<file path="src/sv/hms_pkg.sv">
// Package with shared types, modulus constants and decimal digit helpers for the HMS clock.
`default_nettype none

package hms_pkg;

	// Moduli of the time fields, signed so that borrows compare cleanly.
	localparam logic signed [7:0] SEC_MOD  = 8'sd60;
	localparam logic signed [7:0] MIN_MOD  = 8'sd60;
	localparam logic signed [7:0] HOUR_MOD = 8'sd24;

	// Front-panel key flags of one beat.
	typedef struct packed {
		logic play;
		logic stop;
		logic eject;
		logic next;
		logic prev;
		logic ff;
		logic rew;
	} keys_t;

	// Clock state: time of day and run flag.
	typedef struct packed {
		logic [4:0] hour;
		logic [5:0] minute;
		logic [5:0] second;
		logic       run;
	} clock_t;

	// Tens digit of a value in 0..59, found by a short compare chain.
	function automatic logic [2:0] tens_digit(input logic [5:0] v);
		logic [2:0] t;
		if (v >= 6'd50) begin
			t = 3'd5;
		end else if (v >= 6'd40) begin
			t = 3'd4;
		end else if (v >= 6'd30) begin
			t = 3'd3;
		end else if (v >= 6'd20) begin
			t = 3'd2;
		end else if (v >= 6'd10) begin
			t = 3'd1;
		end else begin
			t = 3'd0;
		end
		return t;
	endfunction

	// Ones digit: the value less ten times its tens digit (times ten as two shifts).
	function automatic logic [3:0] ones_digit(input logic [5:0] v, input logic [2:0] t);
		logic [5:0] t_ext;
		logic [5:0] diff;
		t_ext = {3'b000, t};
		diff  = v - ((t_ext << 3) + (t_ext << 1));
		return diff[3:0];
	endfunction

endpackage

`default_nettype wire

</file>
<file path="src/sv/hms_step.sv">
// Next-state logic of the HMS clock: key action, second tick and carry/borrow ripple.
`default_nettype none

module hms_step (
	input  wire hms_pkg::keys_t  keys,
	input  wire hms_pkg::clock_t cur,
	output hms_pkg::clock_t      nxt
);

	logic signed [7:0] h;
	logic signed [7:0] m;
	logic signed [7:0] s;
	logic              run;

	always_comb begin
		h   = signed'({3'b000, cur.hour});
		m   = signed'({2'b00, cur.minute});
		s   = signed'({2'b00, cur.second});
		run = cur.run;

		// Only the highest-priority pressed key acts.
		if (keys.play) begin
			run = 1'b1;
		end else if (keys.stop) begin
			run = 1'b0;
		end else if (keys.eject) begin
			h = 8'sd0;
			m = 8'sd0;
			s = 8'sd0;
		end else if (keys.next) begin
			h = h + 8'sd1;
		end else if (keys.prev) begin
			h = h - 8'sd1;
		end else if (keys.ff) begin
			m = m + 8'sd1;
		end else if (keys.rew) begin
			m = m - 8'sd1;
		end

		// A running clock counts one second.
		if (run) begin
			s = s + 8'sd1;
		end

		// Seconds can only overflow by one step.
		if (s >= hms_pkg::SEC_MOD) begin
			s = s - hms_pkg::SEC_MOD;
			m = m + 8'sd1;
		end

		// Minutes lie in -1..61 here: one carry or borrow into the hours.
		if (m >= hms_pkg::MIN_MOD) begin
			m = m - hms_pkg::MIN_MOD;
			h = h + 8'sd1;
		end else if (m < 8'sd0) begin
			m = m + hms_pkg::MIN_MOD;
			h = h - 8'sd1;
		end

		// Hours lie in -1..25 here and wrap modulo 24.
		if (h >= hms_pkg::HOUR_MOD) begin
			h = h - hms_pkg::HOUR_MOD;
		end else if (h < 8'sd0) begin
			h = h + hms_pkg::HOUR_MOD;
		end
	end

	assign nxt = '{hour: h[4:0], minute: m[5:0], second: s[5:0], run: run};

endmodule

`default_nettype wire

</file>
<file path="src/sv/hms_clock_with_set_keys_top.sv">
// Top level of the HMS time-of-day clock with front-panel set keys.
//
// Usage: each input beat is one pass of the panel loop and carries seven key
// flags; the block returns exactly one result beat per input beat, with the
// time after the update in binary, as six decimal digits, and the run flag.
// Both channels use valid/ready; a beat moves when valid and ready are high.
// Path: an accepted beat lands in the input register. When the result
// register is free or being drained, the beat moves on: the clock state and
// the result register update from it, and its result is offered.
// Throughput: one beat per cycle while out_ready is high. The state update
// is one pass of the key/carry logic between the input and result registers.
// Stall: while the receiver holds out_ready low, the result register holds
// its beat, the input register keeps one more beat, and in_ready drops once
// both are full; no beat is lost or repeated.
// Reset: arst_n low clears the valid flags of both registers and sets the
// time to 00:00:00 with the clock running.
`default_nettype none

module hms_clock_with_set_keys_top (
	input  wire logic       clk,
	input  wire logic       arst_n,
	input  wire logic       in_valid,
	output logic            in_ready,
	input  wire logic       key_play,
	input  wire logic       key_stop,
	input  wire logic       key_eject,
	input  wire logic       key_next,
	input  wire logic       key_prev,
	input  wire logic       key_ff,
	input  wire logic       key_rew,
	output logic            out_valid,
	input  wire logic       out_ready,
	output logic [4:0]      hour_value,
	output logic [5:0]      minute_value,
	output logic [5:0]      second_value,
	output logic            is_running,
	output logic [1:0]      hour_tens,
	output logic [3:0]      hour_ones,
	output logic [2:0]      minute_tens,
	output logic [3:0]      minute_ones,
	output logic [2:0]      second_tens,
	output logic [3:0]      second_ones
);

	hms_pkg::keys_t  keys_s1;
	logic            valid_s1;
	hms_pkg::clock_t state_q;
	hms_pkg::clock_t state_nxt;
	logic            advance;
	logic [2:0]      h_tens;
	logic [2:0]      m_tens;
	logic [2:0]      s_tens;

	// Stage 1 moves on when the result register is free or being drained.
	assign advance  = valid_s1 && (!out_valid || out_ready);
	assign in_ready = !valid_s1 || advance;

	// Input register.
	always_ff @(posedge clk or negedge arst_n) begin
		if (!arst_n) begin
			valid_s1 <= 1'b0;
		end else if (in_ready) begin
			valid_s1 <= in_valid;
		end
	end

	always_ff @(posedge clk) begin
		if (in_ready && in_valid) begin
			keys_s1 <= '{play: key_play, stop: key_stop, eject: key_eject,
				next: key_next, prev: key_prev, ff: key_ff, rew: key_rew};
		end
	end

	// Key action, tick and ripple on the current state.
	hms_step u_step (
		.keys (keys_s1),
		.cur  (state_q),
		.nxt  (state_nxt)
	);

	// Clock state.
	always_ff @(posedge clk or negedge arst_n) begin
		if (!arst_n) begin
			state_q <= '{hour: 5'd0, minute: 6'd0, second: 6'd0, run: 1'b1};
		end else if (advance) begin
			state_q <= state_nxt;
		end
	end

	// Decimal digits of the new time.
	assign h_tens = hms_pkg::tens_digit({1'b0, state_nxt.hour});
	assign m_tens = hms_pkg::tens_digit(state_nxt.minute);
	assign s_tens = hms_pkg::tens_digit(state_nxt.second);

	// Result register.
	always_ff @(posedge clk or negedge arst_n) begin
		if (!arst_n) begin
			out_valid <= 1'b0;
		end else if (advance) begin
			out_valid <= 1'b1;
		end else if (out_ready) begin
			out_valid <= 1'b0;
		end
	end

	always_ff @(posedge clk) begin
		if (advance) begin
			hour_value   <= state_nxt.hour;
			minute_value <= state_nxt.minute;
			second_value <= state_nxt.second;
			is_running   <= state_nxt.run;
			hour_tens    <= h_tens[1:0];
			hour_ones    <= hms_pkg::ones_digit({1'b0, state_nxt.hour}, h_tens);
			minute_tens  <= m_tens;
			minute_ones  <= hms_pkg::ones_digit(state_nxt.minute, m_tens);
			second_tens  <= s_tens;
			second_ones  <= hms_pkg::ones_digit(state_nxt.second, s_tens);
		end
	end

	// The stored time always stays a legal time of day.
	a_state_range: assert property (@(posedge clk) disable iff (!arst_n)
		(state_q.hour < 5'd24) && (state_q.minute < 6'd60) && (state_q.second < 6'd60))
		else $error("clock state out of range");

	// The state changes only when a beat leaves the input register.
	a_state_hold: assert property (@(posedge clk) disable iff (!arst_n)
		!advance |=> $stable(state_q))
		else $error("clock state changed without a beat");

	// The offered result matches the stored state.
	a_out_matches_state: assert property (@(posedge clk) disable iff (!arst_n)
		out_valid |-> (hour_value == state_q.hour) && (minute_value == state_q.minute)
			&& (second_value == state_q.second) && (is_running == state_q.run))
		else $error("result beat disagrees with clock state");

	// Second digits match the binary value; other ones digits stay below ten.
	a_digits: assert property (@(posedge clk) disable iff (!arst_n)
		out_valid |-> ({4'd0, second_tens} * 7'd10 + {3'd0, second_ones}
			== {1'b0, second_value}) && (minute_ones < 4'd10) && (hour_ones < 4'd10))
		else $error("decimal digits inconsistent");

	// A held input beat is not dropped while stage 1 is full and stalled.
	a_stall_keeps: assert property (@(posedge clk) disable iff (!arst_n)
		valid_s1 && !advance |=> valid_s1)
		else $error("stalled beat lost from input register");

endmodule

`default_nettype wire

</file>
<file path="config.mk">
export PLATFORM = sky130hd
export DESIGN_NAME = hms_clock_with_set_keys_top
export DESIGN_NICKNAME = d
export VERILOG_FILES = /design/src/sv/hms_pkg.sv /design/src/sv/hms_step.sv /design/src/sv/hms_clock_with_set_keys_top.sv
export SDC_FILE = /design/constraint.sdc
export NUM_CORES = 1
export LEC_CHECK = 0
export BUFFER_PORTS_ARGS = -buffer_cell sky130_fd_sc_hd__buf_2
export CAP_MARGIN = 20
export CORE_ASPECT_RATIO = 0.75
export CORE_UTILIZATION = 46
export DETAILED_ROUTE_END_ITERATION = 8
export PLACE_DENSITY = 0.65
export SYNTH_ARGS = -nofsm -noshare
export SYNTH_HDL_FRONTEND = slang
export SYNTH_HIERARCHICAL = 1
export SYNTH_SLANG_ARGS = --single-unit
</file>
<file path="constraint.sdc">
create_clock -name clk -period 11.2 [get_ports clk]
set_input_delay 2.24 -clock clk [delete_from_list [all_inputs] [get_ports clk]]
set_output_delay 2.24 -clock clk [all_outputs]
set_load 0.005 [all_outputs]
</file>
# After elaboration in Yosys (flattened, before gate mapping)

Index checks and enable logic that the tools add are counted.
W data, S select, Z words.

Add/subtract/negate cells: 19
Multipliers: 0
Divide/modulo/power cells: 0
$lt $le $gt $ge: 20
Eq/ne operators: 0
Shift operators: 0
Mux-type cells: 43
Bitwise operators: 0
Reductions and logical operators: 7

Operators with widths:

| operator              | count |
|---|---|
| $mux W8               | 18 |
| $add A8 B2 Y8 const B | 3 |
| $ge A6 B5 Y1 const B  | 4 |
| $ge A6 B6 Y1 const B  | 4 |
| $mux W6               | 4 |
| $mux W3               | 7 |
| $ge A8 B7 Y1 const B  | 2 |
| $lt A8 B1 Y1 const B  | 2 |
| $add A4 B4 Y4         | 3 |
| $ge A5 B6 Y1 const B  | 2 |
| $ge A6 B4 Y1 const B  | 2 |
| $sub A4 B4 Y4         | 3 |
| $sub A6 B3 Y6 const B | 2 |
| $ge A5 B5 Y1 const B  | 2 |
| $mux W2               | 5 |
| $mux W5               | 2 |
| $ge A8 B6 Y1 const B  | 1 |
| $sub A8 B2 Y8 const B | 1 |
| $add A6 B1 Y7 const B | 1 |
| $mux W1               | 7 |
| $sub A6 B1 Y7 const B | 1 |
| $add A5 B1 Y6 const B | 1 |
| $add A6 B3 Y6 const B | 1 |
| $sub A5 B1 Y6 const B | 1 |
| other kinds (7)       | 10 |

Flip-flop bits (word level): 65
Bits in latches: 0
Bits in writable memories: 0
Bits in read-only memories: 0
Input port bits: 11
Output and inout port bits: 40
Logic and storage cells: 112
Memories kept: 0

# Longest topological paths before layout

Depth in word-level cells: 24
Gate-level depth with buffers: 25
Mapped depth without buffers: 24

# Hierarchy

The synthesis kept the hierarchy.

By module, submodules not included:

| module                      | times used | cells each | area each (sq um) | sequential area each (sq um) |
|---|---|---|---|---|
| hms_clock_with_set_keys_top | 1          | 196        | 2793.9            | 1853.0 |
| hms_step                    | 1          | 233        | 1492.7            | 0.0 |

# Worst setup path after synthesis

OpenSTA, ideal clock, no wires.

Path kind: register to register
From: register keys_s1[4] in the netlist's numbering
To: register minute_ones[3], data pin
Arrival: 5.211 ns
Path slack: 5.731 ns
Stages on the path, launching flop included: 25
Buffers on the path: 1
Path through: edfxtp_1 -> clkbuf_1 -> or3b_1 -> and2_1 -> ha_1 -> nand2_1 -> xor2_1 -> ha_1 -> nor3b_1 -> a22o_1 -> a221oi_1 -> nor2_1 -> nand2_1 -> xor2_1 -> ha_1 -> a31oi_4 -> nor2b_2 -> a21oi_1 -> xnor2_1 -> o21ai_0 -> mux2i_1 -> ha_1 -> xor2_1 -> xnor2_1 -> xnor2_1

RTL lines:

| what                   | RTL line                           | source |
|---|---|---|
| start, declared        | hms_clock_with_set_keys_top.sv:45  | `hms_pkg::keys_t keys_s1;` |
| start signal, assigned | hms_clock_with_set_keys_top.sv:69  | `keys_s1 <= '{play: key_play, stop: key_stop, eject: key_eject,` |
| end signal, assigned   | hms_clock_with_set_keys_top.sv:115 | `minute_ones <= hms_pkg::ones_digit(state_nxt.minute, m_tens);` |
| end, declared          | hms_clock_with_set_keys_top.sv:40  | `output logic [3:0] minute_ones,` |

==> impl_metrics.json <==
{
  "drtAntennaViolNets": 0,
  "nets": 518,
  "rsz0062_at_grt": "false",
  "ys_ff_latch": 65,
  "final_core_util_pct": 54.9,
  "final_max_slew_viol_count": 0,
  "yosysTopAreaCellShare_pct": 31.5,
  "fmax_mhz": 154,
  "synth_edf_count": 45,
  "grt_max_degree": 39,
  "dr.pass1.iters": 4,
  "wl_per_cell_um": 14.9,
  "synthFlopType": "edfxtp_1",
  "drt_iter0_markers": 235,
  "area_growth_syn_to_layout_pct": 15.8,
  "start_util_pct": 47.4,
  "cts_tree": "yes",
  "antenna_found_initial": 0,
  "cts_made_buffers": 9,
  "num_antenna_cells": 0,
  "hold_viol": 0,
  "dp_slack_ns": 4.83,
  "m1WireLength_um": 4540,
  "crit_family": "simple AND/OR/NAND/NOR gates",
  "clkTransAtPathRegs_ns": 0.05,
  "cts.repair.resized": 0,
  "gp_congestion": 0.919,
  "synthTopCellsByCount": "45 x edfxtp_1, 40 x nand2_1, 32 x nor2_1",
  "crit_type": "reg -> reg",
  "drc_errors": 0,
  "syn_area_um2": 4290,
  "io_buffer_count": 50,
  "top_layer": "met4",
  "synthTopCellsByArea": "edfxtp_1 32%, dfrtp_1 11%, ha_1 7.9%",
  "cts_setup_buffers": 0,
  "die_h_um": 85.6,
  "holdWs_ns": 0.495,
  "syn-instance-count": 429,
  "syn_avg_cell_area_um2": 9.99,
  "relSlewSlack_pct": 37.0,
  "grt_pass1_wl_um": 14800,
  "worstSkewPairLatency_ns": 0.33,
  "post-synth-top-count-cell": "edfxtp_1",
  "clock-sinks": 65,
  "design.portCount": 51,
  "ys_seq_area_share_pct": 43.2,
  "start_kind": "register",
  "yosys.area.top_type": "edfxtp_1",
  "min_path_type": "reg -> reg",
  "fin_crit_sh_pct": 57.9,
  "synth_cell_types": 74,
  "grt_overflow": 0,
  "setup_tns_ns": 0,
  "hpwl_um": 6430,
  "wl_met3_um": 455,
  "setup_viol": 0,
  "synth_xor_area_share_pct": 6.71,
  "tightest_slew_ns": 0.942,
  "crit_fanout": 11,
  "fin_skew_ns": 0.00562,
  "crit_buf_inv": 0,
  "crit_path_end_kind": "register",
  "synth_mux_area_share_pct": 4.32,
  "rows": 30,
  "die_x_um": 113,
  "clockRootBuffer": "clkbuf_16",
  "cts_hold_buf": 0,
  "dieArea_um2": 9710,
  "cp_common_cell": "ha_1",
  "synthesis.nets": 467,
  "synth_top_family_by_area": "simple AND/OR/NAND/NOR gates",
  "crit_slowest_cell": "nor2_1",
  "yosys.area_share.simple_pct": 18.7,
  "postRouteWirelength_um": 9150,
  "track_usage_pct": 19.9,
  "worst_slack_ns": 4.71,
  "async_flop_share_pct": 30.8,
  "critPathRequiredTime_ns": 11.29,
  "maxCapViolCount": 0,
  "synthAdderAreaFrac_pct": 8.11,
  "ir_drop_uv": 89.2,
  "status": "finished clean",
  "synth_warnings": 6,
  "cts_max_path_buffers": 2,
  "vias_per_cell": 5.43,
  "p_leak_nw": 2.04,
  "cp_cell_sequence": "or3b_1 > and2_1 > ha_1 > nand2_1 > xor2_1 > ha_1 > nor3b_1 > a22o_1 > a221oi_1 > nor2_1 > nand2_1 > xor2_1 > ha_1 > a31oi_4 > nor2b_2 > a21oi_1 > xnor2_1 > o21ai_0 > mux2i_1 > ha_1 > xor2_1 > xnor2_1 > xnor2_1",
  "vias": 3327,
  "met2RoutedLength_um": 3920,
  "layout_min_cycle_time_ns": 6.49,
  "h-tree-depth": 3,
  "worstPathArrival_ns": 6.57,
  "synth_compound_area_share_pct": 14.7,
  "power_density_nw_per_um2": 233,
  "slowest_delay_ns": 0.57,
  "drive_gt1_share_pct": 18.8,
  "core_um2": 9050,
  "first_global_vias": 3037
}
-- area by class of cell --
cell class | count | area (µm²)
fill | 809 | 4080
clock buffer | 13 | 240
multi-input combinational | 320 | 2250
tap | 128 | 160
timing repair buffer | 54 | 280
clock inverter | 3 | 65.1
inverter | 30 | 113
sequential | 65 | 1850
-- layout by cell type, fill, tap and decap left out, drive strengths merged, types with 10 or more instances in the layout --
master | Yosys | final
edfxtp | 45 | 45
o21ai | 34 | 34
inv | 30 | 30
mux2 | 12 | 12
buf | 5 | 54
xor2 | 14 | 14
nor2 | 32 | 32
ha | 27 | 27
dfrtp | 19 | 19
nor3 | 10 | 10
clkbuf | 9 | 13
a21oi | 20 | 20
nand2 | 40 | 40
xnor2 | 18 | 18
-- logic make-up (layout without fill, tap and decap cells) --
family	Yosys count	count (layout)
adders and majority gates	28	28
xor gates and xnor gates	32	32
and+or+nand+nor	150	150
buffers and inverters	44	100
DFF	65	65
AOI/OAI and AO/OA	93	93
muxes	17	17
-- path summary, 6_finish.rpt --
path	slack, ns	to	startpoint	depth (start not counted)
max in group asynchronous	8.97	state_q[0]$_DFFE_PN1P_	arst_n	1
worst max-delay path	4.71	minute_ones[3]$_DFFE_PP_	keys_s1[6]$_DFFE_PP_	23
min in group asynchronous	1.87	state_q[1]$_DFFE_PN0P_	arst_n	1
worst min-delay path	0.50	out_valid$_DFFE_PN0P_	valid_s1$_DFFE_PN0N_	1
worst max register to register	4.71	minute_ones[3]$_DFFE_PP_	keys_s1[6]$_DFFE_PP_	23
worst min register to register	0.50	out_valid$_DFFE_PN0P_	valid_s1$_DFFE_PN0N_	1
-- routing by layer --
| layer | GRT usage, % | up-vias |
|---|---|---|
| li1 | - | 1641 |
| met2 | 29.7 | 115 |
| met5 | 0 | - |
| met3 | 5.51 | 25 |
| met1 | 26.7 | 1546 |
| met4 | 9.57 | 0 |
-- state kept, by name, indices dropped and copies added, names as in the netlist --
| name | flops |
|---|---|
| hour_value | 5 |
| second_value | 6 |
| minute_value | 6 |
| minute_tens | 3 |
| hour_ones | 4 |
| is_running | 1 |
| state_q | 18 |
| second_ones | 4 |
| keys_s1 | 7 |
| hour_tens | 2 |
| out_valid | 1 |
| valid_s1 | 1 |
| second_tens | 3 |
| minute_ones | 4 |
-- power by group --
group	switching, mW	total (mW)	internal [mW]	leakage, nW
Clock	0.0964	0.291	0.195	0.148
Combinational	0.270	0.463	0.193	1.19
Sequential	0.0504	0.403	0.353	0.700
-- through the flow --
stage                     power [mW]  cells  area (µm²)
final                           1.16    613        4960
after global routing            1.25    613        4960
after global placement         0.858    597        4660
after CTS                       1.17    613        4960
after detailed placement       0.867    597        4660
after floorplan                0.738    429        4290
(Power assumes the default switching activity.)
